$ cat config.mk
export PLATFORM = sky130hd
export DESIGN_NAME = lfu_ram
export DESIGN_NICKNAME = d
export VERILOG_FILES = /design/src/sv/lfu_ram.sv
export SDC_FILE = /design/constraint.sdc
export NUM_CORES = 1
export LEC_CHECK = 0
export BUFFER_PORTS_ARGS = -buffer_cell sky130_fd_sc_hd__buf_4
export CORE_MARGIN = 2
export CORE_UTILIZATION = 50
export CTS_CLUSTER_DIAMETER = 150
export DETAILED_ROUTE_END_ITERATION = 6
export HOLD_SLACK_MARGIN = 0.06
export PLACE_DENSITY = 0.66
export SYNTH_ARGS = -nofsm -noshare
export SYNTH_HDL_FRONTEND = slang
export SYNTH_SLANG_ARGS = --single-unit
$ cat constraint.sdc
create_clock -name clk -period 2.2 [get_ports clk]
set_input_delay 0.22 -clock clk [delete_from_list [all_inputs] [get_ports clk]]
set_output_delay 0.22 -clock clk [all_outputs]
set_load 0.02 [all_outputs]
$ cat src/sv/lfu_ram.sv
// lfu_ram: generic single-write, single-read synchronous RAM with registered read data.
// No dependencies.
module lfu_ram #(
  parameter int WIDTH = 8,
  parameter int DEPTH = 16
) (
  input  logic                                   clk,
  input  logic                                   we,
  input  logic [((DEPTH > 1) ? $clog2(DEPTH) : 1)-1:0] waddr,
  input  logic [WIDTH-1:0]                       wdata,
  input  logic                                   re,
  input  logic [((DEPTH > 1) ? $clog2(DEPTH) : 1)-1:0] raddr,
  output logic [WIDTH-1:0]                       rdata
);

  logic [WIDTH-1:0] mem_r [DEPTH];
  logic [WIDTH-1:0] rdata_r;

  // Write port
  always_ff @(posedge clk) begin
    if (we) begin
      mem_r[waddr] <= wdata;
    end
  end

  // Registered read port
  always_ff @(posedge clk) begin
    if (re) begin
      rdata_r <= mem_r[raddr];
    end
  end

  assign rdata = rdata_r;

endmodule

* Word-level counts from Yosys, hierarchy flattened
Memories as Yosys holds them, arrays and structs flattened. A register that Yosys moved wholly into a read port is not among the register bits. Cells that the tools add are included.
Word-level totals: word-level logic and storage cells 3, bits in writable memories 128, input bits 19, output and inout port bits 8, flip-flop bits (word level) 0, memories 1
Cells by class: mux-type cells 2
Memory list:
- mem_r | words 16, bits a word 8, read ports 1, clocked after Yosys merged registers in 1, wr ports 1, line 16 | logic [WIDTH-1:0] mem_r [DEPTH];
Operators by type and width (number):
- two-way mux 1 bit | 2

* Longest topological paths before layout
Gate-level depths: netlist of run 1.
word-level depth 2, depth in mapped cells 5, gate-level depth less buffers 3

* Worst setup path after synthesis of run 1
No wires, ideal clock.
path type input -> register, start input waddr[2] (netlist bit), end memory mem_r[0][0] (enable), cell stages on the path 2, buffers on the path 0, slack 487 ps, arrival 1330 ps, setup time 383 ps, data required time 1817 ps, path through or3b_2 > nor3_1
RTL lines:
- start: declaration | line 9 | input logic [((DEPTH > 1) ? $clog2(DEPTH) : 1)-1:0] waddr,
- end: declaration | line 16
No word-level cell before the write port.

==> results of run 1 <==
## power groups by stage
stage / clock (W) / sequential, W / combinational (W)
finish: 0.00271 / 0.00294 / 0.000302
global route: 0.00286 / 0.00294 / 0.000330
CTS: 0.00276 / 0.00294 / 0.000306
detailed placement: 0 / 0.00299 / 0.000292
global placement: 0 / 0.00299 / 0.000288
floorplan: 0 / 0.00300 / 0.000147
## metrics by stage
| stage | setup slack [ps] | area, um^2 | utilization | hold WS, ps | instances |
|---|---|---|---|---|---|
| after floorplan | 487 | 5230 | - | 319 | 229 |
| after global placement | 342 | 5660 | 0.554 | 527 | 402 |
| after detailed placement | 341 | 5660 | 0.554 | 532 | 402 |
| after CTS | 680 | 6340 | 0.619 | 196 | 443 |
| after global routing | 624 | 6340 | 0.619 | 220 | 443 |
| final | 682 | 6340 | 0.619 | 223 | 443 |
## kinds of logic after synthesis
logic type,Yosys count,synth area share
AOI/OAI and AO/OA,16,0.0230
buffers and inverters,10,0.0165
DFF,136,0.781
muxes,32,0.148
and+or+nand+nor,35,0.0314
## cell type report
| cell class | instances | area, um^2 | share of cell area |
|---|---|---|---|
| sequential | 136 | 4080 | 0.645 |
| multi-input combinational | 83 | 1060 | 0.167 |
| timing repair buffer | 56 | 443 | 0.0699 |
| clock buffer | 17 | 414 | 0.0654 |
| tap | 136 | 170 | 0.0269 |
| clock inverter | 15 | 168 | 0.0265 |
## worst max-delay path, stage by stage, from the launching register on
cell and delay [ps]:
edfxtp_1 360, mux4_1 520, a22oi_1 300, nand2_1 90
## flip-flops by register name, indices dropped and copies added, names as in the netlist
name	count
mem_r	128
rdata	8
## metal layers
layer  up-vias  share of wire  GRT usage
li1       1115              -          -
met1      1265           0.43      0.260
met2        81           0.49      0.297
met3         8          0.059     0.0503
met4         0          0.015     0.0846
met5         -              0          0
## what timing repair did
action,CTS,global route
hold buffers,9,0
endpoints found under the hold margin,136,0
endpoints found under the setup margin,0,0
resized for setup,0,0
## how the worst min path moves through the flow
stage | startpoint | to | slack, ps | cells past startpoint
final | waddr[0] | mem_r[4][1] | 220 | 3
after global routing | waddr[0] | mem_r[4][7] | 220 | 3
after CTS | waddr[0] | mem_r[4][7] | 200 | 3
after detailed placement | wdata[1] | mem_r[15][1] | 530 | 1
after global placement | wdata[1] | mem_r[15][1] | 530 | 1
after floorplan | wdata[0] | mem_r[0][0] | 320 | 0
## layout by cell type (no fill, tap or decap), types with 4 or more instances in the layout
cell	n
edfxtp_1	136
buf_4	47
mux4_2	18
a22oi_1	16
clkbuf_16	16
mux4_1	14
nor2_1	13
nand2_1	9
dlygate4sd3_1	9
inv_6	5
clkinv_4	5
nor3_1	4
==> flow_summary.json, run 1 <==
{
  "r2r-start": "mem_r[1][5]",
  "drt_wl_total_mm": 9.62,
  "antenna_found_initial": 0,
  "finalHoldViolCount": 0,
  "dr.pass1.iters": 4,
  "drc": 0,
  "synth_ff_type": "edfxtp_1",
  "setup_viol": 0,
  "grt_max_degree": 33,
  "p_clk_frac": 0.455,
  "drtIter0Drc": 205,
  "syn_area_um2": 5230,
  "r2r-end": "rdata[5]",
  "synth_fp_nets": 248,
  "synth_area_leader_cell": "edfxtp_1",
  "cts_root_buf": "clkbuf_8",
  "num_rows": 37,
  "crit_type": "flop to flop",
  "die_y_um": 106,
  "antenna_cells": 0,
  "startpoint": "mem_r[1][5]",
  "clkSinkCount": 136,
  "period_needed_ps": 1520,
  "worstPathArrival_ps": 1780,
  "leakagePower_nw": 2.16,
  "die_w_um": 106,
  "numPortBuffers": 26,
  "critPathCaptureType": "flop",
  "p_per_area_nw_per_um2": 938,
  "ys_types": 18,
  "setup_tns_ps": 0,
  "synth_cells": 229,
  "synth_common_cells": "edfxtp_1, mux4_2, a22oi_1",
  "ys_seq_area_frac": 0.781,
  "cts_tree": "done",
  "status": "finished clean",
  "area_delta_synth_final_pct": 21.2,
  "slew_violations": 0,
  "fillCellCount": 701,
  "layout-drive-gt1-share": 0.319,
  "synthArstFlopShare": 0,
  "endpoint": "rdata[5]",
  "io_pins": 27,
  "synth.top_cell.area_share": 0.781,
  "post-cts-setup-buffers": 0,
  "worst_pin_slew_ps": 617,
  "start_util": 0.511,
  "ys_top_cells_by_area": "edfxtp_1, mux4_2, mux4_1, a22oi_1, nor2_1",
  "grt_pass1_wl_mm": 15.1,
  "synth_most_common_cell": "edfxtp_1",
  "slew_headroom": 0.587,
  "grt_pass1_vias": 2616,
  "layout.nets": 313,
  "finalCritPeriodShare": 0.690,
  "p_comb_frac": 0.051,
  "r2r_cells": 3,
  "dpl.hpwl_mm": 6.02,
  "crit_path_max_fanout": 1,
  "clock_latency_ps": 520,
  "synth-edff-count": 136,
  "num_vias": 2469,
  "yosys_register_bits": 136,
  "vdd_drop_max_uv": 462,
  "yosysWarnings": 0,
  "cp-start-kind": "flop",
  "pwr-share-seq": 0.494,
  "drv_cap": 0,
  "p_int_w": 0.00469,
  "min_path_type": "input port to flop",
  "htreeDepth": 4,
  "reg2reg_slack_ps": 680,
  "dieArea_um2": 11300,
  "clk_path_buf_depth": 2,
  "required_ps": 2460,
  "gr-total-overflow": 0,
  "syn_area_per_cell_um2": 22.8,
  "fin_skew_ps": 21.0,
  "fin_total_pwr_w": 0.00595,
  "clkTransAtPathRegs_ps": 60,
  "ant_nets": 0,
  "power_switching_w": 0.00125,
  "rsz0062_at_grt": "false",
  "fmax_mhz": 659,
  "track_usage": 0.192,
  "cts_buffers": 17,
  "gp_congestion": 0.688,
  "vias_per_cell": 5.57,
  "sw_frac_of_total": 0.211,
  "coreArea_um2": 10200,
  "routedWlPerCell_um": 21.7
}
Note: power is estimated with default switching activity, not from simulation.
==> inputs of run 2 (changes only) <==
--- a/config.mk
+++ b/config.mk
@@ -5,6 +5,7 @@
 export SDC_FILE = /design/constraint.sdc
 export NUM_CORES = 1
 export LEC_CHECK = 0
+export ABC_AREA = 1
 export BUFFER_PORTS_ARGS = -buffer_cell sky130_fd_sc_hd__buf_4
 export CORE_MARGIN = 2
 export CORE_UTILIZATION = 50
==> constraint.sdc (replaced) <==
create_clock -name clk -period 1.5 [get_ports clk]
set_input_delay 0.15 -clock clk [delete_from_list [all_inputs] [get_ports clk]]
set_output_delay 0.15 -clock clk [all_outputs]
set_load 0.02 [all_outputs]
==> flow_summary.json, run 2 <==
{
  "status": "finished clean",
  "synthAdderAreaFrac": 0,
  "area_delta_synth_final_pct": 17.9,
  "finalHoldViolCount": 0,
  "syn_area_per_cell_um2": 10.6,
  "num_rows": 39,
  "stdcell_count": 753,
  "synthArstFlopShare": 0,
  "leakagePower_nw": 2.98,
  "syn_area_um2": 5850,
  "dieArea_um2": 12600,
  "top_layer_used": "met4",
  "cpMaxStageDelayCell": "edfxtp_1",
  "synth_compound_area_frac": 0,
  "start_util": 0.512,
  "setup_tns_ps": 0,
  "cp-start-kind": "flop",
  "mostFrequentLayoutCells": "nand2_1, edfxtp_1, inv_1",
  "drv_cap": 0,
  "cts_tree": "done",
  "finalCritPeriodShare": 0.799,
  "setup_viol": 0,
  "vdd_drop_max_uv": 724,
  "io_pins": 27,
  "die_w_um": 112,
  "ant_nets": 0,
  "antenna_found_initial": 0,
  "coreArea_um2": 11400,
  "drc": 0,
  "worst_pin_slew_ps": 395,
  "synth_simple_gate_area_frac": 0.208,
  "place_area_um2": 6300,
  "met2_length_mm": 6.25,
  "dr.pass1.iters": 5,
  "critical-path-top-delay-family": "simple AND/OR/NAND/NOR gates",
  "critPathCaptureType": "flop",
  "layout.nets": 616,
  "place_ws_ps": 143,
  "yosys_register_bits": 136,
  "largest_register_ffs": 128,
  "num_vias": 3910,
  "fin_skew_ps": 7.21,
  "fmax_mhz": 835,
  "rsz0062_at_grt": "false",
  "min_path_type": "input port to flop",
  "cts_buffers": 17,
  "layout_commonest_cell": "nand2_1",
  "routed-wl-met3_um": 881,
  "synth_ff_type": "edfxtp_1",
  "numPortBuffers": 26,
  "synthXorXnorAreaFrac": 0,
  "synth-edff-count": 136,
  "wl_met1_mm": 5.37,
  "drtIter0Drc": 314,
  "finalInstanceArea_um2": 6890,
  "grt_pass1_wl_mm": 20.1,
  "yosysWarnings": 0,
  "placed_cells": 720,
  "synth_common_cells": "nand2_1, edfxtp_1, inv_1",
  "htreeDepth": 4,
  "gr-total-overflow": 0,
  "routedWlPerCell_um": 16.9,
  "required_ps": 1670,
  "grt_max_degree": 65,
  "path_buf_inv": 1,
  "cpPeakStageDelay_ps": 360,
  "slew_headroom": 0.736,
  "synth.top_cell.area_share": 0.698,
  "ys_top_cells_by_area": "edfxtp_1, nand2_1, nand3_1, inv_1, buf_6",
  "grt_pass1_vias": 3729,
  "vias_per_cell": 5.19,
  "synth_mux_area_frac": 0,
  "layout-drive-gt1-share": 0.133,
  "p_per_area_nw_per_um2": 1300,
  "clk_path_buf_depth": 2,
  "ys_types": 11,
  "clkSinkCount": 136,
  "gp_congestion": 0.875,
  "post-cts-setup-buffers": 0,
  "synth_cells": 551,
  "die_y_um": 112,
  "cts_root_buf": "clkbuf_16",
  "ys_seq_area_frac": 0.698,
  "clock_latency_ps": 410,
  "synth_most_common_cell": "nand2_1",
  "worstPathCellList": "inv_1 > nand2_1 > nand3_1 > nand3_1 > nand3_1 > nand2_1",
  "synth_area_leader_cell": "edfxtp_1",
  "clkTransAtPathRegs_ps": 60,
  "largest_register": "mem_r",
  "synth_fp_nets": 570,
  "drt_wl_total_mm": 12.7,
  "crit_type": "flop to flop",
  "setup_ws_ps": 302,
  "slew_violations": 0,
  "period_needed_ps": 1200,
  "dpl.hpwl_mm": 7.72,
  "cpMostUsedCell": "nand3_1",
  "antenna_cells": 0,
  "track_usage": 0.216,
  "worstPathArrival_ps": 1360,
  "crit_path_max_fanout": 1,
  "synth_top_family_by_area": "simple AND/OR/NAND/NOR gates"
}
-- run 2: changes by cell type in the layout (fill, tap and decap cells not counted), sizes merged, moves of 8 or more --
| cell | delta |
|---|---|
| nand3 | +96 |
| a22oi | -16 |
| inv | +98 |
| dlygate4sd3 | -8 |
| mux4 | -32 |
| nand2 | +164 |
-- run 2: timing repair --
item	CTS	global route
resized for setup	0	0
hold buffers	1	0
endpoints found under the hold margin	8	0
-- run 2: metal layers --
metal	vias up	global-route usage
met1	1868	0.286
met4	0	0.0780
li1	1874	-
met2	149	0.347
met3	19	0.0572
met5	-	0
-- run 2: area by class of cell --
type | instances | area (um^2)
fill | 948 | 4530
sequential | 136 | 4080
multi-input combinational | 289 | 1210
timing repair buffer | 51 | 448
clock buffer | 18 | 429
inverter | 102 | 383
tap | 143 | 179
clock inverter | 14 | 156
-- run 2: cell families (layout without fill, tap and decap cells) --
logic type | after synthesis | in the layout
simple gates | 289 | 289
flops | 136 | 136
buf+inv | 126 | 185
-- run 2: metrics by stage --
stage                     power [W]  hold slack (ps)   util
final                       0.00898             86.2  0.604
after global placement      0.00495              451  0.552
after detailed placement    0.00496              451  0.552
after global routing        0.00930             92.3  0.604
after CTS                   0.00903             83.3  0.604
after floorplan             0.00470              249      -
-- run 2: worst register-to-register path: cells and delay by family (launching register included) --
family / cells / cell delay (ps)
flops: 1 / 360
buf+inv: 1 / 60
simple gates: 5 / 540
-- run 2: where the power goes --
part	internal (W)	total, W	switching [W]
Combinational	0.000194	0.000581	0.000387
Clock	0.00259	0.00409	0.00151
Sequential	0.00428	0.00431	0.0000232
Total	0.00706	0.00898	0.00192
-- run 2: path summary, 6_finish.rpt --
check,end,from,slack [ps],cells after the start
worst max-delay path,rdata[1],mem_r[7][1],300,6
worst min-delay path,mem_r[6][5],wdata[5],90,1
worst max register to register,rdata[1],mem_r[7][1],300,6
worst min register to register,rdata[7],mem_r[6][7],760,6
==> inputs of run 3 (changes only) <==
==> constraint.sdc (replaced) <==
create_clock -name clk -period 1.2 [get_ports clk]
set_input_delay 0.12 -clock clk [delete_from_list [all_inputs] [get_ports clk]]
set_output_delay 0.12 -clock clk [all_outputs]
set_load 0.02 [all_outputs]
==> flow_summary.json, run 3 (synthesis results as in run 2) <==
{
  "min_from": "wdata[6]",
  "slew_headroom": 0.576,
  "r2r-end": "rdata[0]",
  "drv_cap": 0,
  "antenna_cells": 0,
  "grt_max_degree": 55,
  "start_util": 0.512,
  "largest_register": "mem_r",
  "num_rows": 39,
  "area_delta_synth_final_pct": 19.5,
  "worstPathCellList": "buf_4",
  "gp_congestion": 0.802,
  "num_vias": 3879,
  "fin_total_pwr_w": 0.0112,
  "period_needed_ps": 1130,
  "finalHoldViolCount": 0,
  "vdd_drop_max_uv": 820,
  "dieArea_um2": 12600,
  "placed_cells": 720,
  "path_buf_inv": 1,
  "fmax_mhz": 881,
  "critical-path-top-delay-family": "flip-flops",
  "track_usage": 0.219,
  "gr-total-overflow": 0,
  "mostFrequentLayoutCells": "nand2_1, edfxtp_1, inv_1",
  "r2r-start": "mem_r[13][0]",
  "grt_pass1_vias": 3752,
  "critPathCaptureType": "output pin",
  "coreArea_um2": 11400,
  "dr.pass1.iters": 4,
  "cts_root_buf": "clkbuf_16",
  "hold_end": "mem_r[10][6]",
  "stdcell_count": 757,
  "setup_tns_ps": 0,
  "worstPathArrival_ps": 1010,
  "ant_nets": 0,
  "required_ps": 1080,
  "setup_ws_ps": 65.1,
  "layout-drive-gt1-share": 0.148,
  "cpPeakStageDelay_ps": 420,
  "io_pins": 27,
  "cts_tree": "done",
  "leakagePower_nw": 3.03,
  "grt_pass1_wl_mm": 20.3,
  "fin_skew_ps": 5.73,
  "finalCritPeriodShare": 0.946,
  "largest_register_ffs": 128,
  "numPortBuffers": 26,
  "antenna_found_initial": 0,
  "vias_per_cell": 5.12,
  "rsz0062_at_grt": "false",
  "p_per_area_nw_per_um2": 1600,
  "worst_pin_slew_ps": 635,
  "reg2reg_slack_ps": 70,
  "clock_latency_ps": 410,
  "clk_path_buf_depth": 2,
  "status": "finished clean",
  "setup_viol": 0,
  "routedWlPerCell_um": 17.0,
  "die_w_um": 112,
  "drt_wl_total_mm": 12.9,
  "holdPathStages": 1,
  "clkTransAtPathRegs_ps": 60,
  "min_path_type": "input port to flop",
  "htreeDepth": 4,
  "slew_violations": 0,
  "place_ws_ps": -172,
  "layout.nets": 621,
  "drc": 0,
  "layout_commonest_cell": "nand2_1",
  "clkSinkCount": 136,
  "drtIter0Drc": 317,
  "die_y_um": 112,
  "cts_buffers": 17,
  "crit_path_max_fanout": 1,
  "dpl.hpwl_mm": 7.58,
  "crit_type": "flop to output pin",
  "cpMaxStageDelayCell": "edfxtp_1",
  "r2r_cells": 6,
  "cp-start-kind": "flop"
}
-- run 3: layer usage --
layer  vias to the layer above  global-route usage  wire length [um]  part of all wire
li1                       1881                   -                 -                 -
met5                         -                   0                 0                 0
met4                         0              0.0846               196             0.015
met2                       153               0.343              6280              0.49
met3                        15              0.0589               849             0.066
met1                      1830               0.296              5580              0.43
-- run 3: what timing repair did --
| item | CTS | global route |
|---|---|---|
| setup endpoints to repair | 1 | 5 |
| hold endpoints to repair | 69 | 0 |
| resized for setup | 1 | 12 |
| setup buffers | 0 | 0 |
| hold buffers | 6 | 0 |
-- run 3: worst max-delay path by stage --
stage / to / from / slack [ps] / depth (start not counted)
2_1_floorplan: mem_r[10][0] / waddr[2] / 130 / 2
3_3_place_gp: rdata[5] / raddr[1] / -150 / 6
3_5_place_dp: rdata[3] / raddr[1] / -170 / 6
4_1_cts: rdata[0] / mem_r[13][0] / 10 / 6
5_1_grt: rdata[1] / mem_r[5][1] / 2 / 6
6_report: rdata[4] / rdata[4] / 70 / 1
-- run 3: cell type report --
class	count	area (um^2)
sequential	136	4080
tap	143	179
fill	902	4430
clock inverter	12	134
inverter	102	383
timing repair buffer	56	498
multi-input combinational	289	1280
clock buffer	19	433
-- run 3: stage by stage --
step / hold slack, ps / instance area [um^2] / util
2_1_floorplan: 219 / 5850 / -
3_3_place_gp: 435 / 6300 / 0.552
3_5_place_dp: 431 / 6300 / 0.552
4_1_cts: 66.2 / 6930 / 0.607
5_1_grt: 64.1 / 6990 / 0.612
6_report: 76.3 / 6990 / 0.612
-- run 3: power by group --
group	internal [W]	switching [W]	total, W	leakage, nW
clock	0.00321	0.00182	0.00503	0.279
combinational	0.000259	0.000501	0.000760	1.52
sequential	0.00535	0.0000295	0.00538	1.24
