==> src/sv/lfu_pkg.sv <==
// lfu_pkg: shared constants, types and helper functions for the LFU cache directory.
// No dependencies; imported by lfu_ctrl and lfu_cache_directory_top.
package lfu_pkg;

  // Built geometry
  localparam int ENTRIES    = 128;
  localparam int KEY_BITS   = 64;
  localparam int COUNT_BITS = 32;

  // Derived widths
  localparam int IDX_W  = (ENTRIES > 1) ? $clog2(ENTRIES) : 1;
  localparam int CNT_W  = $clog2(ENTRIES + 1);
  localparam int ACT_W  = 8;
  localparam int KEY_IN_W = 64;
  localparam int LEN_W  = 32;
  localparam int SLOT_W = 7;

  localparam logic [ACT_W-1:0]      ACTIVE_RST = ACT_W'(128);
  localparam logic [COUNT_BITS-1:0] COUNT_MAX  = '1;

  typedef enum logic [1:0] {
    ST_IDLE,
    ST_SCAN,
    ST_WRITE,
    ST_DONE
  } state_t;

  typedef enum logic {
    OP_LOOKUP = 1'b0,
    OP_INSERT = 1'b1
  } op_t;

  // One directory row as held in the entry memory
  typedef struct packed {
    logic [KEY_BITS-1:0]   key;
    logic [LEN_W-1:0]      length;
    logic [LEN_W-1:0]      handle;
    logic [COUNT_BITS-1:0] count;
  } row_t;

  localparam int ROW_W = $bits(row_t);

  // Result beat
  typedef struct packed {
    logic              hit;
    logic [SLOT_W-1:0] slot;
    logic [LEN_W-1:0]  length;
    logic [LEN_W-1:0]  handle;
  } result_t;

  // Memory port controls
  typedef struct packed {
    logic             re;
    logic             we;
    logic [IDX_W-1:0] raddr;
    logic [IDX_W-1:0] waddr;
  } ram_ctl_t;

  // Active count clamped to 1..ENTRIES
  function automatic logic [CNT_W-1:0] live_slots(input logic [ACT_W-1:0] active);
    logic [CNT_W-1:0] n;
    if (active == '0) begin
      n = CNT_W'(1);
    end else if (32'(active) > ENTRIES) begin
      n = CNT_W'(ENTRIES);
    end else begin
      n = CNT_W'(active);
    end
    return n;
  endfunction

  // Slot number as reported: low 7 bits of the index
  function automatic logic [SLOT_W-1:0] to_slot(input logic [IDX_W-1:0] idx);
    logic [31:0] w;
    w = 32'(idx);
    return w[SLOT_W-1:0];
  endfunction

endpackage

==> src/sv/lfu_ctrl.sv <==
// lfu_ctrl: directory sequencer. Scans the entry memory one row per cycle for lookups
// and victim selection, does the read-modify-write, keeps valid bits and fill pointer.
// Depends on lfu_pkg.
module lfu_ctrl (
  input  logic                        clk,
  input  logic                        rst_n,
  input  logic [lfu_pkg::ACT_W-1:0]   active,
  input  logic                        in_valid,
  output logic                        in_stall,
  input  logic                        in_op,
  input  logic [lfu_pkg::KEY_BITS-1:0] in_key,
  input  logic [lfu_pkg::LEN_W-1:0]   in_length,
  input  logic [lfu_pkg::LEN_W-1:0]   in_handle,
  output lfu_pkg::ram_ctl_t           ram_ctl,
  output logic [lfu_pkg::ROW_W-1:0]   ram_wdata,
  input  logic [lfu_pkg::ROW_W-1:0]   ram_rdata,
  output logic                        res_valid,
  output lfu_pkg::result_t            res,
  input  logic                        res_take
);
  import lfu_pkg::*;

  state_t                state_r, state_nxt;
  op_t                   op_r, op_nxt;
  logic [KEY_BITS-1:0]   key_r, key_nxt;
  logic [LEN_W-1:0]      len_r, len_nxt;
  logic [LEN_W-1:0]      hdl_r, hdl_nxt;
  logic [CNT_W-1:0]      n_r, n_nxt;
  logic [CNT_W-1:0]      fill_r, fill_nxt;
  logic [CNT_W-1:0]      rd_idx_r, rd_idx_nxt;
  logic                  cmp_vld_r, cmp_vld_nxt;
  logic [IDX_W-1:0]      cmp_idx_r, cmp_idx_nxt;
  logic [IDX_W-1:0]      best_idx_r, best_idx_nxt;
  logic [COUNT_BITS-1:0] best_cnt_r, best_cnt_nxt;
  logic [IDX_W-1:0]      wr_addr_r, wr_addr_nxt;
  logic [COUNT_BITS-1:0] wr_cnt_r, wr_cnt_nxt;
  result_t               res_r, res_nxt;
  logic [ENTRIES-1:0]    valid_r, valid_nxt;

  row_t                  q;
  row_t                  wrow;
  logic                  ent_valid;
  logic [COUNT_BITS-1:0] ent_cnt;
  logic [CNT_W-1:0]      live;

  assign q         = row_t'(ram_rdata);
  assign ent_valid = valid_r[cmp_idx_r];
  // never-written rows count as zero
  assign ent_cnt   = ent_valid ? q.count : '0;
  assign live      = live_slots(active);

  // Row written back: insert stores the new item, a hit rewrites with the bumped count
  always_comb begin
    wrow.key    = key_r;
    wrow.length = (op_r == OP_INSERT) ? len_r : res_r.length;
    wrow.handle = (op_r == OP_INSERT) ? hdl_r : res_r.handle;
    wrow.count  = wr_cnt_r;
  end
  assign ram_wdata = wrow;

  assign in_stall  = (state_r != ST_IDLE);
  assign res_valid = (state_r == ST_DONE);
  assign res       = res_r;

  // Next state and datapath control
  always_comb begin
    state_nxt    = state_r;
    op_nxt       = op_r;
    key_nxt      = key_r;
    len_nxt      = len_r;
    hdl_nxt      = hdl_r;
    n_nxt        = n_r;
    fill_nxt     = fill_r;
    rd_idx_nxt   = rd_idx_r;
    cmp_vld_nxt  = 1'b0;
    cmp_idx_nxt  = cmp_idx_r;
    best_idx_nxt = best_idx_r;
    best_cnt_nxt = best_cnt_r;
    wr_addr_nxt  = wr_addr_r;
    wr_cnt_nxt   = wr_cnt_r;
    res_nxt      = res_r;
    valid_nxt    = valid_r;
    ram_ctl      = '0;

    unique case (state_r)
      ST_IDLE: begin
        if (in_valid) begin
          op_nxt     = op_t'(in_op);
          key_nxt    = in_key;
          len_nxt    = in_length;
          hdl_nxt    = in_handle;
          n_nxt      = live;
          rd_idx_nxt = '0;
          res_nxt    = '0;
          wr_cnt_nxt = '0;
          if ((op_t'(in_op) == OP_INSERT) && (fill_r < live)) begin
            // still filling: next free slot, no scan
            wr_addr_nxt = fill_r[IDX_W-1:0];
            fill_nxt    = CNT_W'(fill_r + 1'b1);
            state_nxt   = ST_WRITE;
          end else begin
            state_nxt = ST_SCAN;
          end
        end
      end

      ST_SCAN: begin
        // issue the next row read
        if (rd_idx_r < n_r) begin
          ram_ctl.re    = 1'b1;
          ram_ctl.raddr = rd_idx_r[IDX_W-1:0];
          cmp_vld_nxt   = 1'b1;
          cmp_idx_nxt   = rd_idx_r[IDX_W-1:0];
          rd_idx_nxt    = CNT_W'(rd_idx_r + 1'b1);
        end
        // check the row read last cycle
        if (cmp_vld_r) begin
          if (op_r == OP_LOOKUP) begin
            if (ent_valid && (q.key == key_r)) begin
              res_nxt.hit    = 1'b1;
              res_nxt.slot   = to_slot(cmp_idx_r);
              res_nxt.length = q.length;
              res_nxt.handle = q.handle;
              wr_addr_nxt    = cmp_idx_r;
              wr_cnt_nxt     = (q.count == COUNT_MAX) ? q.count
                                                      : COUNT_BITS'(q.count + 1'b1);
              cmp_vld_nxt    = 1'b0;
              state_nxt      = ST_WRITE;
            end
          end else begin
            // ties go to the higher slot
            if ((cmp_idx_r == '0) || (ent_cnt <= best_cnt_r)) begin
              best_idx_nxt = cmp_idx_r;
              best_cnt_nxt = ent_cnt;
            end
          end
        end else if (rd_idx_r >= n_r) begin
          // every live row checked
          if (op_r == OP_LOOKUP) begin
            state_nxt = ST_DONE;
          end else begin
            wr_addr_nxt = best_idx_r;
            wr_cnt_nxt  = '0;
            state_nxt   = ST_WRITE;
          end
        end
      end

      ST_WRITE: begin
        ram_ctl.we           = 1'b1;
        ram_ctl.waddr        = wr_addr_r;
        valid_nxt[wr_addr_r] = 1'b1;
        res_nxt.slot         = to_slot(wr_addr_r);
        state_nxt            = ST_DONE;
      end

      ST_DONE: begin
        if (res_take) begin
          state_nxt = ST_IDLE;
        end
      end

      default: begin
        state_nxt = ST_IDLE;
      end
    endcase
  end

  // Control registers
  always_ff @(posedge clk) begin
    if (!rst_n) begin
      state_r   <= ST_IDLE;
      fill_r    <= '0;
      valid_r   <= '0;
      cmp_vld_r <= 1'b0;
      rd_idx_r  <= '0;
    end else begin
      state_r   <= state_nxt;
      fill_r    <= fill_nxt;
      valid_r   <= valid_nxt;
      cmp_vld_r <= cmp_vld_nxt;
      rd_idx_r  <= rd_idx_nxt;
    end
  end

  // Payload registers
  always_ff @(posedge clk) begin
    op_r       <= op_nxt;
    key_r      <= key_nxt;
    len_r      <= len_nxt;
    hdl_r      <= hdl_nxt;
    n_r        <= n_nxt;
    cmp_idx_r  <= cmp_idx_nxt;
    best_idx_r <= best_idx_nxt;
    best_cnt_r <= best_cnt_nxt;
    wr_addr_r  <= wr_addr_nxt;
    wr_cnt_r   <= wr_cnt_nxt;
    res_r      <= res_nxt;
  end

  // A written row is valid from the next cycle on
  a_write_sets_valid: assert property (@(posedge clk) disable iff (!rst_n)
    ram_ctl.we |=> valid_r[$past(ram_ctl.waddr)])
    else $error("written row not marked valid");

  // Fill pointer never passes the built depth
  a_fill_bound: assert property (@(posedge clk) disable iff (!rst_n)
    32'(fill_r) <= ENTRIES)
    else $error("fill pointer out of range");

  // Fill pointer only steps by one
  a_fill_step: assert property (@(posedge clk) disable iff (!rst_n)
    (fill_r != $past(fill_r)) |-> (fill_r == CNT_W'($past(fill_r) + 1'b1)))
    else $error("fill pointer jumped");

  // Only lookups report a hit
  a_hit_lookup: assert property (@(posedge clk) disable iff (!rst_n)
    (res_valid && res_r.hit) |-> (op_r == OP_LOOKUP))
    else $error("insert reported a hit");

  // Scan read index stays within the live slots
  a_scan_bound: assert property (@(posedge clk) disable iff (!rst_n)
    (state_r == ST_SCAN) |-> (rd_idx_r <= n_r))
    else $error("scan index past live slots");

endmodule

==> config.mk <==
export PLATFORM = sky130hd
export DESIGN_NAME = lfu_ctrl
export DESIGN_NICKNAME = d
export VERILOG_FILES = /design/src/sv/lfu_pkg.sv /design/src/sv/lfu_ctrl.sv
export SDC_FILE = /design/constraint.sdc
export NUM_CORES = 1
export LEC_CHECK = 0
export ABC_AREA = 1
export CORE_AREA = 2 2 214 216
export CTS_CLUSTER_DIAMETER = 100
export DETAILED_ROUTE_END_ITERATION = 10
export DIE_AREA = 0 0 216 218
export DONT_BUFFER_PORTS = 1
export MAX_ROUTING_LAYER = met4
export PLACE_DENSITY = 0.58
export SLEW_MARGIN = 15
export SYNTH_ARGS = -nofsm -noshare
export SYNTH_HDL_FRONTEND = slang
export SYNTH_SLANG_ARGS = --single-unit
==> constraint.sdc <==
create_clock -name clk -period 19 [get_ports clk]
set_input_delay 1.9 -clock clk [delete_from_list [all_inputs] [get_ports clk]]
set_output_delay 1.9 -clock clk [all_outputs]
set_load 0.02 [all_outputs]
## Word-level counts from Yosys, hierarchy flattened

Cells that the tools add are included.

- Multiplexer cells: 53
- Reduce and logical (&&, ||, !) cells: 21
- Bitwise logic cells: 1
- Order comparisons: 8
- $add $sub $neg: 3
- Eq/ne operators: 16

Operators with widths:

| operator | number |
|---|---|
| $mux 32 | 10 |
| $mux 72 | 4 |
| $or 128x128->128 | 1 |
| $pmux 64 s2 | 1 |
| $mux 7 | 10 |
| $eq 64x64->1 | 1 |
| $pmux 32 s2 | 1 |
| $add 32x1->32 const B | 1 |
| $eq 32x32->1 const B | 1 |
| $le 32x32->1 | 1 |
| $mux 8 | 4 |
| $pmux 7 s3 | 1 |
| $add 8x1->8 const B | 2 |
| $lt 7x8->1 const B | 2 |
| $lt 8x8->1 | 2 |
| $pmux 8 s2 | 1 |
| $reduce_and 5->1 | 3 |
| $mux 2 | 7 |
| $pmux 7 s2 | 1 |
| $ne 2x2->1 const B | 6 |
| $ne 3x3->1 const B | 4 |
| $mux 1 | 9 |
| $ge 8x8->1 | 1 |
| $gt 8x8->1 const B | 1 |
| other kinds (20) | 27 |

- Output and inout bits: 250
- Bits of input ports: 301
- Register bits after elaboration: 441
- Logic and storage cells: 121

## Depth between registers and ports, before layout

- Depth in word-level cells: 8
- Depth in mapped cells: 26
- Gate-level depth less buffers: 24

## Least setup slack after synthesis

OpenSTA, ideal clock, no wires.

- Kind: input -> register
- Start: in in_valid
- End: reg res_r, in the netlist res[0] (enable)
- Data required time: 18.432 ns
- Path slack: 9.014 ns
- Library setup time: 0.568 ns
- Arrival: 9.418 ns
- Cell stages on the path: 4
- Buffers on the path: 0
- Cells stage by stage: nand2_1 > inv_1 > a21oi_1 > nor3_1

- Word-level cells in the longest chain between the ends: 2

RTL lines:

| what | RTL line | text |
|---|---|---|
| start: declaration | lfu_ctrl.sv:8 | `input logic in_valid,` |
| $ne 2x2->1 (no source line) | n/a |  |
| $reduce_and 5->1 (no source line) | n/a |  |
| end signal: assignment | lfu_ctrl.sv:198 | `res_r <= res_nxt;` |
| end: declaration | lfu_ctrl.sv:37 | `result_t res_r, res_nxt;` |

No other way between the ends.
A chain may end at the register's enable or synchronous reset.

## Worst setup path in the final report

- Start: reg cmp_idx_r[1]
- End: reg best_idx_r[0] (enable)

- Word-level cells in the longest chain between the ends: 6
- Elaborated cells between the ends (all ways): 7
- Those cells by class: order compare: 1; mux: 3; reduce/logical: 3

RTL lines:

| what | RTL line | text |
|---|---|---|
| start: declaration | lfu_ctrl.sv:32 | `logic [IDX_W-1:0] cmp_idx_r, cmp_idx_nxt;` |
| start signal: assignment | lfu_ctrl.sv:193 | `cmp_idx_r <= cmp_idx_nxt;` |
| $bmux 1 s7 | lfu_ctrl.sv:47 | `assign ent_valid = valid_r[cmp_idx_r];` |
| $mux 1 (implied by the code) | lfu_ctrl.sv:47 |  |
| $mux 32 | lfu_ctrl.sv:49 | `assign ent_cnt = ent_valid ? q.count : '0;` |
| named net ent_cnt[31] | lfu_ctrl.sv:43 | `logic [COUNT_BITS-1:0] ent_cnt;` |
| $le 32x32->1 | lfu_ctrl.sv:132 | `if ((cmp_idx_r == '0) \|\| (ent_cnt <= best_cnt_r)) begin` |
| $logic_or 1x1->1 | lfu_ctrl.sv:132 |  |
| $reduce_and 4->1 (no source line) | n/a |  |
| end signal: assignment | lfu_ctrl.sv:194 | `best_idx_r <= best_idx_nxt;` |
| end: declaration | lfu_ctrl.sv:33 | `logic [IDX_W-1:0] best_idx_r, best_idx_nxt;` |

The timed path passes the listed nets, and every way through them passes these cells. The select of a mux whose other input is x is not followed.

==> summary.md <==
| Metric | Value |
|---|---|
| Status | completed |
| Worst slew margin | 0.254 |
| Layout area overhead | 10.6% |
| Met2 GRT Util | 0.464 |
| Clk Latency, worst-skew pair | 0.61 ns |
| Number of flops mapped to enable cells by yosys | 294 |
| Layout cell share with drive strength beyond 1 | 0.0535 |
| Total negative slack | 0 ns |
| CTS clk-pin slew, worst paths | 0.06 ns |
| Layout Cells excl Fill | 2903 |
| 1st-iter DRT viols | 1262 |
| Vias/cell | 5.37 |
| Initial antenna violation count | 3 |
| Max-cap violations | 0 |
| Placed cells | 2815 |
| Num CTS Buffers | 48 |
| Pin count of the biggest net entering global routing | 89 |
| Via Count | 15600 |
| XOR/XNOR Fraction of Synth Area | 0.0316 |
| Adder-Cell Fraction of Synth Area | 0.0336 |
| Critical path depth in cells | 22 |
| Die Y-Extent | 218 um |
| Mux contribution to synthesized area | 0 |
| Detailed-route DRC error count | 0 |
| Slew @ Worst Pin | 1.12 ns |
| TritonCTS clock tree | yes |
| Critical Path Start | cmp_idx_r[1] |
| Setup WS post-layout | 13.67 ns |
| Worst-path cell chain | buf_4 -> inv_1 -> nand3_1 -> nand2_1 -> nand2_1 -> nand2_1 -> inv_1 -> nand2_1 -> nand2_1 -> nand2_1 -> nor2_1 -> nand2_2 -> nand2_1 -> buf_4 -> nor2_1 -> ha_1 -> nand2_1 -> or4_1 -> nor4_1 -> a22oi_1 -> a21oi_4 -> buf_4 |
| Synthesized area | 20500 um2 |
| Post-CTS Setup Bufs | 0 |
| ANT nets after route | 0 |
| Simple-gate share of the synthesized area | 0.193 |
| First-pass GRT wire length | 95800 um |
| Total Routed Length | 65800 um |
| Largest family of logic cells by synthesized area | simple AND/OR/NAND/NOR gates |
| Startpoint Class | register |
| Full die area | 47100 um2 |
| Worst r2r dst | best_idx_r[0] |
| PwrDens | 149 nW/um2 |
| Core box area | 44900 um2 |
| Crit path max fanout | 47 |
| Complex-gate fraction of the synthesized area | 0.0838 |
| Buf/Inv on CP | 5 |
| Arr. time, crit path | 5.58 ns |
| Fin crit share | 0.281 |
| Worst Hold Class | register to register |
| Crit Path Class | register to register |
| Synthesized area per cell | 9.00 um2 |
| Nets | 2621 |
| Critical Path Max Stage Delay | 0.57 ns |
| DR pass1 iterations | 5 |
| Clock skew | 0.0319 ns |
| Worst Setup EP | best_idx_r[0] |
| Tmin final | 5.33 ns |
| Reg2reg start | cmp_idx_r[1] |
| Post-synthesis register bit count | 441 |
| Initial Util | 0.457 |
| Placer Congestion | 0.997 |
| Sequential area share after synthesis | 0.574 |
| Cells after Synth | 2278 |
| Port Buffer Count | 0 |
| Post-synthesis cell type count | 44 |
| Fin Hold WS | 0.456 ns |
| Warnings from Yosys | 0 |
| Ys flop type | edfxtp_1 |
| Pre-CTS setup slack | 13.72 ns |
| Crit-path slowest cell | or4_1 |
| All-Layer GR Usage | 0.281 |
| Htree depth | 2 |
| Grt met1 use | 0.313 |
| Max Slew Vio Count | 0 |
| Final setup viols | 0 |
| Root Driver | clkbuf_16 |
| Fin. Hold Viols | 0 |
| Top delay family on crit path | simple AND/OR/NAND/NOR gates |
| GR peak layer | met2 |
| Peak supply drop | 106 uV |
| Clk sinks | 441 |
| Row cnt | 78 |
| CP Data Required Time | 19.24 ns |
| Number of global-route vias before repair | 14900 |
| Total grt overflow | 0 |
| RSZ-0062 raised after global routing | no |
| Fin util | 0.505 |
| Worst reg2reg path depth | 22 |
| # IOs | 551 |
| Reg2Reg Setup Slack | 13.67 ns |
| Fmax achieved | 187 MHz |
| Cts hold-fix bufs | 0 |
| Met3 Usage GRT | 0.0649 |
| Width of the die | 216 um |
| Synthesized Nets | 2634 |
| Cts repair resizes | 0 |
| Clock Path Buffers | 3 |
| DP HPWL | 49200 um |
| CP Capture Type | register |
| Wirelength per Cell | 22.7 um |
| Most used cell, CP | nand2_1 |
| Ys async rst share | 0 |
| Leak Pwr | 9.50 nW |
## report_power, final
part	internal (mW)	switching (mW)
sequential	1.30	0.304
clock	0.590	0.391
combinational	0.181	0.618
total	2.07	1.31
## layer usage
layer  wire length, um  vias up
met5                 0        -
met4              4300        0
met3              4830      144
met2             31800      642
met1             24800     7432
li1                  -     7370
## kinds of logic (layout without fill, tap and decap cells)
kind of cell    Yosys count  count (layout)
simple gates            963             963
other cells               0               2
compound gates          317             317
buf+inv                 428             451
fa+ha+maj                55              55
flops                   441             441
xor+xnor                 74              74
## synthesized netlist by cell type, types with 11 or more instances
cell type  instances  area share
nand2_1          607        0.11
a21oi_1          197       0.048
nor2_1           178       0.033
edfxtp_1         294        0.43
inv_1            343       0.063
nand4_1           18      0.0055
ha_1              55       0.034
dfxtp_1          147        0.14
xnor2_1           25       0.011
o211ai_1          22      0.0081
xor2_1            49       0.021
nor3_1            50       0.012
nand3_1           75       0.018
clkbuf_1          48      0.0088
buf_2             11      0.0027
o21ai_0           61       0.015
## state kept, by name, indices dropped and copies added (netlist names)
register,cells
res,72
len_r,32
wr_cnt_r,32
fill_r,8
cmp_idx_r,7
state_r,2
rd_idx_r,8
wr_addr_r,7
valid_r,128
n_r,8
hdl_r,32
best_cnt_r,32
best_idx_r,7
op_r,1
key_r,64
cmp_vld_r,1
## final cells by class
cell class	instances	area, um2
diodes	2	5.00
clock buffers	66	1340
clock inverters	20	297
fillers	4230	22200
inverters	348	1320
multi-input cells	1409	7070
flip-flops and latches	441	11800
well taps	600	751
repair buffers	17	128
## worst reg2reg max path, delay by kind of cell, from the launching register on
family | cells | cell delay (ns)
AO/OA/AOI/OAI | 2 | 0.57
adder cells (fa/ha/maj) | 1 | 0.32
buffers and inverters | 5 | 1.82
flip-flops | 1 | 0.33
AND/OR/NAND/NOR | 14 | 1.93
## worst min path at each step
stage	startpoint	to	slack (ns)	cells past startpoint
3_5_place_dp	valid_r[1]	valid_r[1]	0.45	2
6_report	valid_r[87]	valid_r[87]	0.46	2
3_3_place_gp	valid_r[92]	valid_r[92]	0.44	2
5_1_grt	valid_r[8]	valid_r[8]	0.47	2
2_1_floorplan	cmp_idx_r[1]	best_idx_r[1]	0.43	0
4_1_cts	valid_r[1]	valid_r[1]	0.46	2
## stage by stage
step                power (mW)  instance area (um2)
global placement          2.41                21000
global route              3.54                22700
finish                    3.38                22700
CTS                       3.41                22700
floorplan                 2.13                20500
detailed placement        2.42                21000
## layout by cell type (no fill, tap or decap), types with 18 or more instances in the layout
cell,synthesis,final
a21oi_1,197,196
clkbuf_16,0,50
dfxtp_1,147,147
edfxtp_1,294,294
ha_1,55,54
inv_1,343,341
nand2_1,607,607
nand3_1,75,75
nand4_1,18,18
nor2_1,178,174
nor3_1,50,45
o211ai_1,22,22
o21ai_0,61,61
xnor2_1,25,25
xor2_1,49,49
(Power assumes the default switching activity.)
